## src/hdl/lwa_pkg.sv

```systemverilog
// shared types, constants and exp table for the local window attention unit
package lwa_pkg;

    localparam int MAX_SEQ      = 1024;
    localparam int MAX_HEAD_DIM = 64;
    localparam int MAX_WINDOW   = 256;
    localparam int DATA_WIDTH   = 16;

    localparam int POS_W    = $clog2(MAX_SEQ);
    localparam int FEAT_W   = $clog2(MAX_HEAD_DIM);
    localparam int SB_DEPTH = MAX_WINDOW + 1;
    localparam int SLOT_W   = $clog2(SB_DEPTH);
    localparam int KV_AW    = POS_W + FEAT_W;
    localparam int KV_DEPTH = MAX_SEQ * MAX_HEAD_DIM;

    localparam int SEQ_W      = 11;
    localparam int HD_W       = 7;
    localparam int WIN_W      = 9;
    localparam int SCALE_W    = 16;
    localparam int CFG_IDX_W  = 3;
    localparam int CFG_DATA_W = 16;

    localparam int EXP_ENTRIES = 256;
    localparam int EXP_W       = 17;
    localparam int ACC_W       = 48;
    localparam int SUM_W       = 25;
    localparam int SCORE_W     = 32;
    localparam int PROD_W      = 34;

    localparam logic [CFG_IDX_W-1:0] CFG_SEQ_LENGTH    = 3'd0;
    localparam logic [CFG_IDX_W-1:0] CFG_HEAD_DIM_USED = 3'd1;
    localparam logic [CFG_IDX_W-1:0] CFG_WINDOW_SIZE   = 3'd2;
    localparam logic [CFG_IDX_W-1:0] CFG_BIDIRECTIONAL = 3'd3;
    localparam logic [CFG_IDX_W-1:0] CFG_SCORE_SCALE   = 3'd4;

    typedef logic [EXP_ENTRIES-1:0][EXP_W-1:0] exp_tab_t;

    // exp(-k/32) in unsigned Q1.16, built from a fixed-point geometric series
    function automatic exp_tab_t build_exp();
        logic [65:0] acc;
        exp_tab_t    tab;
        acc = 66'd1 << 32;
        for (int k = 0; k < EXP_ENTRIES; k++) begin
            tab[k] = EXP_W'((acc + 66'd32768) >> 16);
            acc = ((acc * 66'd4162825043) + (66'd1 << 31)) >> 32;
        end
        return tab;
    endfunction

    localparam exp_tab_t EXP_TAB = build_exp();

    typedef struct packed {
        logic              kv_wr;
        logic              q_wr;
        logic              row_start;
        logic              dot_en;
        logic              wgt_en;
        logic              wsum_en;
        logic              first;
        logic              last;
        logic              out_load;
        logic [POS_W-1:0]  pos;
        logic [POS_W-1:0]  row_pos;
        logic [FEAT_W-1:0] feat;
        logic [SLOT_W-1:0] slot;
    } lwa_cmd_t;

    typedef struct packed {
        logic score_done;
        logic wgt_done;
        logic div_done;
        logic out_busy;
    } lwa_sts_t;

endpackage

```

## src/hdl/lwa_ctrl.sv

```systemverilog
// controller: input handshake, window bounds and the score, weight and output loops
module lwa_ctrl import lwa_pkg::*; (
    input  logic              aclk,
    input  logic              aresetn,
    input  logic              s_valid,
    output logic              s_ready,
    input  logic              s_command,
    input  logic [POS_W-1:0]  s_position,
    input  logic [FEAT_W-1:0] s_feature_index,
    input  logic [SEQ_W-1:0]  seq_eff,
    input  logic [HD_W-1:0]   hd_eff,
    input  logic [WIN_W-1:0]  win_eff,
    input  logic              bidir,
    input  lwa_sts_t          sts,
    output lwa_cmd_t          cmd
);

    localparam logic [2:0] ST_IDLE = 3'd0;
    localparam logic [2:0] ST_DOT  = 3'd1;
    localparam logic [2:0] ST_DOTW = 3'd2;
    localparam logic [2:0] ST_WGT  = 3'd3;
    localparam logic [2:0] ST_WGTW = 3'd4;
    localparam logic [2:0] ST_VAL  = 3'd5;
    localparam logic [2:0] ST_DIVW = 3'd6;
    localparam logic [2:0] ST_OUT  = 3'd7;

    logic [2:0]        state_reg, state_next;
    logic [POS_W-1:0]  j_reg, j_next;
    logic [POS_W-1:0]  start_reg, start_next;
    logic [POS_W-1:0]  jlast_reg, jlast_next;
    logic [POS_W-1:0]  rowpos_reg, rowpos_next;
    logic [FEAT_W-1:0] d_reg, d_next;
    logic [FEAT_W-1:0] hdl_reg, hdl_next;
    logic [SLOT_W-1:0] slot_reg, slot_next;
    logic [SLOT_W-1:0] nlast_reg, nlast_next;

    logic              accept, trigger;
    logic [FEAT_W-1:0] hd_last;
    logic [WIN_W-1:0]  half, lo_off;
    logic signed [POS_W+1:0] st_raw;
    logic [POS_W-1:0]  win_start, win_jlast;
    logic [SEQ_W-1:0]  hi_raw, seq_m1;

    assign accept  = s_valid && (state_reg == ST_IDLE);
    assign s_ready = (state_reg == ST_IDLE);
    assign hd_last = FEAT_W'(hd_eff - 1'b1);
    assign trigger = s_command && (s_feature_index == hd_last)
                     && ({1'b0, s_position} < seq_eff);

    // window bounds, clipped to the sequence
    assign half      = win_eff >> 1;
    assign lo_off    = bidir ? half : WIN_W'(win_eff - 1'b1);
    assign st_raw    = $signed({2'b0, s_position}) - $signed({3'b0, lo_off});
    assign win_start = st_raw[POS_W+1] ? '0 : st_raw[POS_W-1:0];
    assign hi_raw    = bidir ? ({1'b0, s_position} + SEQ_W'(half)) : {1'b0, s_position};
    assign seq_m1    = seq_eff - 1'b1;
    assign win_jlast = (hi_raw > seq_m1) ? seq_m1[POS_W-1:0] : hi_raw[POS_W-1:0];

    always_comb begin
        state_next  = state_reg;
        j_next      = j_reg;
        start_next  = start_reg;
        jlast_next  = jlast_reg;
        rowpos_next = rowpos_reg;
        d_next      = d_reg;
        hdl_next    = hdl_reg;
        slot_next   = slot_reg;
        nlast_next  = nlast_reg;
        cmd         = '0;
        cmd.pos     = j_reg;
        cmd.row_pos = rowpos_reg;
        cmd.feat    = d_reg;
        cmd.slot    = slot_reg;
        unique case (state_reg)
            ST_IDLE: begin
                if (accept) begin
                    cmd.kv_wr = !s_command;
                    cmd.q_wr  = s_command;
                    if (trigger) begin
                        cmd.row_start = 1'b1;
                        rowpos_next   = s_position;
                        start_next    = win_start;
                        j_next        = win_start;
                        jlast_next    = win_jlast;
                        nlast_next    = SLOT_W'(win_jlast - win_start);
                        hdl_next      = hd_last;
                        d_next        = '0;
                        slot_next     = '0;
                        state_next    = ST_DOT;
                    end
                end
            end
            ST_DOT: begin
                cmd.dot_en = 1'b1;
                cmd.first  = (d_reg == '0);
                cmd.last   = (d_reg == hdl_reg);
                if (d_reg == hdl_reg) begin
                    d_next     = '0;
                    state_next = ST_DOTW;
                end else begin
                    d_next = d_reg + 1'b1;
                end
            end
            ST_DOTW: begin
                if (sts.score_done) begin
                    if (j_reg == jlast_reg) begin
                        slot_next  = '0;
                        state_next = ST_WGT;
                    end else begin
                        j_next     = j_reg + 1'b1;
                        slot_next  = slot_reg + 1'b1;
                        state_next = ST_DOT;
                    end
                end
            end
            ST_WGT: begin
                cmd.wgt_en = 1'b1;
                cmd.last   = (slot_reg == nlast_reg);
                if (slot_reg == nlast_reg) begin
                    state_next = ST_WGTW;
                end else begin
                    slot_next = slot_reg + 1'b1;
                end
            end
            ST_WGTW: begin
                if (sts.wgt_done) begin
                    j_next     = start_reg;
                    slot_next  = '0;
                    d_next     = '0;
                    state_next = ST_VAL;
                end
            end
            ST_VAL: begin
                cmd.wsum_en = 1'b1;
                cmd.first   = (slot_reg == '0);
                cmd.last    = (slot_reg == nlast_reg);
                if (slot_reg == nlast_reg) begin
                    state_next = ST_DIVW;
                end else begin
                    j_next    = j_reg + 1'b1;
                    slot_next = slot_reg + 1'b1;
                end
            end
            ST_DIVW: begin
                if (sts.div_done) begin
                    state_next = ST_OUT;
                end
            end
            ST_OUT: begin
                cmd.last = (d_reg == hdl_reg);
                if (!sts.out_busy) begin
                    cmd.out_load = 1'b1;
                    if (d_reg == hdl_reg) begin
                        state_next = ST_IDLE;
                    end else begin
                        d_next     = d_reg + 1'b1;
                        j_next     = start_reg;
                        slot_next  = '0;
                        state_next = ST_VAL;
                    end
                end
            end
            default: begin
                state_next = ST_IDLE;
            end
        endcase
    end

    always_ff @(posedge aclk) begin
        if (!aresetn) begin
            state_reg <= ST_IDLE;
        end else begin
            state_reg <= state_next;
        end
        j_reg      <= j_next;
        start_reg  <= start_next;
        jlast_reg  <= jlast_next;
        rowpos_reg <= rowpos_next;
        d_reg      <= d_next;
        hdl_reg    <= hdl_next;
        slot_reg   <= slot_next;
        nlast_reg  <= nlast_next;
    end

endmodule

```

## config.mk

```make
export PLATFORM = sky130hd
export DESIGN_NAME = lwa_ctrl
export DESIGN_NICKNAME = d
export VERILOG_FILES = /design/src/hdl/lwa_pkg.sv /design/src/hdl/lwa_ctrl.sv
export SDC_FILE = /design/constraint.sdc
export NUM_CORES = 1
export LEC_CHECK = 0
export ABC_AREA = 1
export BUFFER_PORTS_ARGS = -buffer_cell sky130_fd_sc_hd__buf_2
export CAP_MARGIN = 20
export CORE_UTILIZATION = 40
export DETAILED_ROUTE_END_ITERATION = 6
export MAX_ROUTING_LAYER = met4
export REMOVE_ABC_BUFFERS = 1
export SYNTH_ARGS = -nofsm -noshare
export SYNTH_HDL_FRONTEND = slang
export SYNTH_SLANG_ARGS = --single-unit
```

## constraint.sdc

```tcl
create_clock -name aclk -period 4.73 [get_ports aclk]
set_input_delay 0.2365 -clock aclk [delete_from_list [all_inputs] [get_ports aclk]]
set_output_delay 0.2365 -clock aclk [all_outputs]
set_load 0.03 [all_outputs]
```

==> results.cfg <==
[status]
status = completed

[floorplanning]
die_area_um2 = 16100
die_w_um = 127
core_um2 = 15200
die_y_um = 127
io_pins = 97
num_rows = 45
start_util = 0.410

[timing]
max_freq_mhz = 241
finalSetupTns_ns = 0
tightest_slew_ns = 0.950
post-route-period-util = 0.877
holdWs_ns = 0.105
drv_slew = 0
fin_crit_ns = 4.15
fin_skew_ns = 0.00654
hold_viol = 0
rsz0062_at_grt = no
finalSetupViolCount = 0
slew_headroom = 0.362

[clock_tree]
clkTransAtPathRegs_ns = 0.06
root_buffer = clkbuf_16
post_cts_buffers = 0
clk_latency_ns = 0.34
hold_buffers = 0
cts_sinks = 73
cts_tree = done
cts_buffer_depth = 2
cts-buffers-inserted = 9
cts-resized-gates = 0
h-tree-depth = 3

[worst_setup_path]
crit_top_cell = nand2_1
worstRegToRegCells = 6
path_class = in -> reg
arrival_ns = 4.25
max_stage_delay_ns = 0.38
cp-start-kind = input pin
rr_endpoint = jlast_reg[7]$_DFFE_PP_
cp_max_fo = 7
worstPathRequired_ns = 4.83
ff2ff_setup_slack_ns = 2.34
cp_slowest_cell = ha_1
crit_path_end_kind = flop
worstReg2RegStart = state_reg[2]$_SDFFE_PN0P_

[synthesis]
seq_area_frac_synth = 0.347
synth_top_area_cell = edfxtp_1
ys_seq_elements = 73
synth_cells = 827
ys_warn_count = 0
synthTopCellsByArea = edfxtp_1, nand2_1, ha_1
synth_most_common_cell = nand2_1
synth_commonest_cells = nand2_1, inv_1, nor2_1
synth_edf_count = 70
syn_avg_cell_area_um2 = 7.54
synth_flop_cell = edfxtp_1
synthDistinctLibCells = 46
synth_top_area_share = 0.337
synthArstFlopShare = 0
netlist_area_um2 = 6240

[power_and_ir_drop]
power_density_nw_per_um2 = 447
power.total_mw = 3.25
power.leakage_nw = 3.50
ir_drop_mv = 0.201

[final_layout]
stdcell_count = 1127
final_nets = 1042
antenna_cells = 0
syn_to_final_growth_pct = 16.5
layout-drive-gt1-share = 0.178
fill_cells = 1560

[worst_hold_path]
worstHoldPathType = in -> reg
hold_start = s_position[0]
holdPathEnd = rowpos_reg[0]$_DFFE_PP_
hold_path_depth = 1

[global_routing]
grt_pass1_wl_um = 24700
grt_pass1_vias = 5180
grt_max_degree = 28
antenna_found_initial = 0
grt_use_total = 0.201
grt.overflow.total = 0

[placement]
io_buffers = 95
place.detailed.hpwl_um = 12300
place.gp.congestion = 0.961
place_inst = 1111

[routing]
route.vias.total = 5550
postRouteAntennaNets = 0
drc = 0
drt_iter0_markers = 213
dr.pass1.iters = 4
drt_wl_total_um = 14900
wl_per_cell_um = 13.2
via_per_inst = 4.92

[flow_run]
cap_violations = 0
[critical path: cells and delay by family]
family | cells | cell delay (ns)
and+or+nand+nor | 15 | 1.39
AOI/OAI and AO/OA | 6 | 1.17
adders and majority gates | 3 | 0.99
xor gates and xnor gates | 2 | 0.32
buffers and inverters | 1 | 0.14
[area by class of cell]
| class | instances | area [um^2] | area share |
|---|---|---|---|
| Sequential cell | 73 | 2160 | 0.298 |
| Clock inverter | 6 | 58.8 | 0.00810 |
| Clock buffer | 10 | 229 | 0.0315 |
| Multi-Input combinational cell | 618 | 3560 | 0.491 |
| Tap cell | 188 | 235 | 0.0324 |
| Inverter | 130 | 488 | 0.0672 |
| Timing Repair Buffer | 102 | 528 | 0.0727 |
[worst max path at each step]
stage,cells after the start,end,startpoint,slack [ns]
floorplan,27,nlast_reg[7]$_DFFE_PP_,s_position[0],0.71
global route,28,nlast_reg[7]$_DFFE_PP_,s_position[0],0.08
CTS,28,nlast_reg[7]$_DFFE_PP_,s_position[0],0.54
finish,27,nlast_reg[7]$_DFFE_PP_,s_position[4],0.58
global placement,26,nlast_reg[8]$_DFFE_PP_,s_position[0],0.25
detailed placement,28,nlast_reg[7]$_DFFE_PP_,s_position[0],0.17
[metal layers]
layer,up-vias,global-route usage,share of wire,wire [um]
met5,-,-,0,0
li1,2949,-,-,-
met1,2490,0.257,0.49,7350
met2,95,0.322,0.46,6850
met3,16,0.0358,0.032,481
met4,0,0.0665,0.016,237
[logic make-up (layout without fill, tap and decap cells)]
family	Yosys count	in the layout	share of synthesized area
DFF	73	73	0.347
and+or+nand+nor	420	420	0.300
AOI/OAI and AO/OA	98	98	0.0919
muxes	1	1	0.00160
adders and majority gates	56	56	0.116
buffers and inverters	136	248	0.0832
xor gates and xnor gates	43	43	0.0604
[where the power goes]
group | internal, mW | switching, mW | total (mW)
Clock | 0.404 | 0.260 | 0.664
Combinational | 0.514 | 0.984 | 1.50
Sequential | 0.911 | 0.177 | 1.09
Total | 1.83 | 1.42 | 3.25
[cell usage in the layout (no fill, tap or decap), types with 3 or more instances in the layout]
cell type,n
inv_2,8
a21oi_1,33
o211ai_1,3
dfxtp_1,3
nand2_2,9
o21ai_2,3
buf_4,7
buf_2,95
fa_1,3
inv_1,121
o21bai_1,5
ha_1,53
o21ai_0,36
xor2_1,27
nand3_2,4
a21oi_2,3
clkinv_1,3
or2_2,9
nor2_1,78
nor3_1,11
xnor2_1,16
nor3b_1,3
nand3_1,70
o21a_1,3
nand2_1,199
nand4_1,16
a31oi_1,4
edfxtp_1,70
nor2_2,9
clkbuf_16,9
[through the flow]
stage | instance area [um^2] | setup WS, ns | util
3_5_place_dp | 6980 | 0.173 | 0.459
3_3_place_gp | 6980 | 0.247 | 0.459
6_report | 7260 | 0.581 | 0.478
2_1_floorplan | 6210 | 0.708 | -
4_1_cts | 7260 | 0.538 | 0.478
5_1_grt | 7260 | 0.0828 | 0.478
No activity file was read; power rests on OpenSTA's default activity.
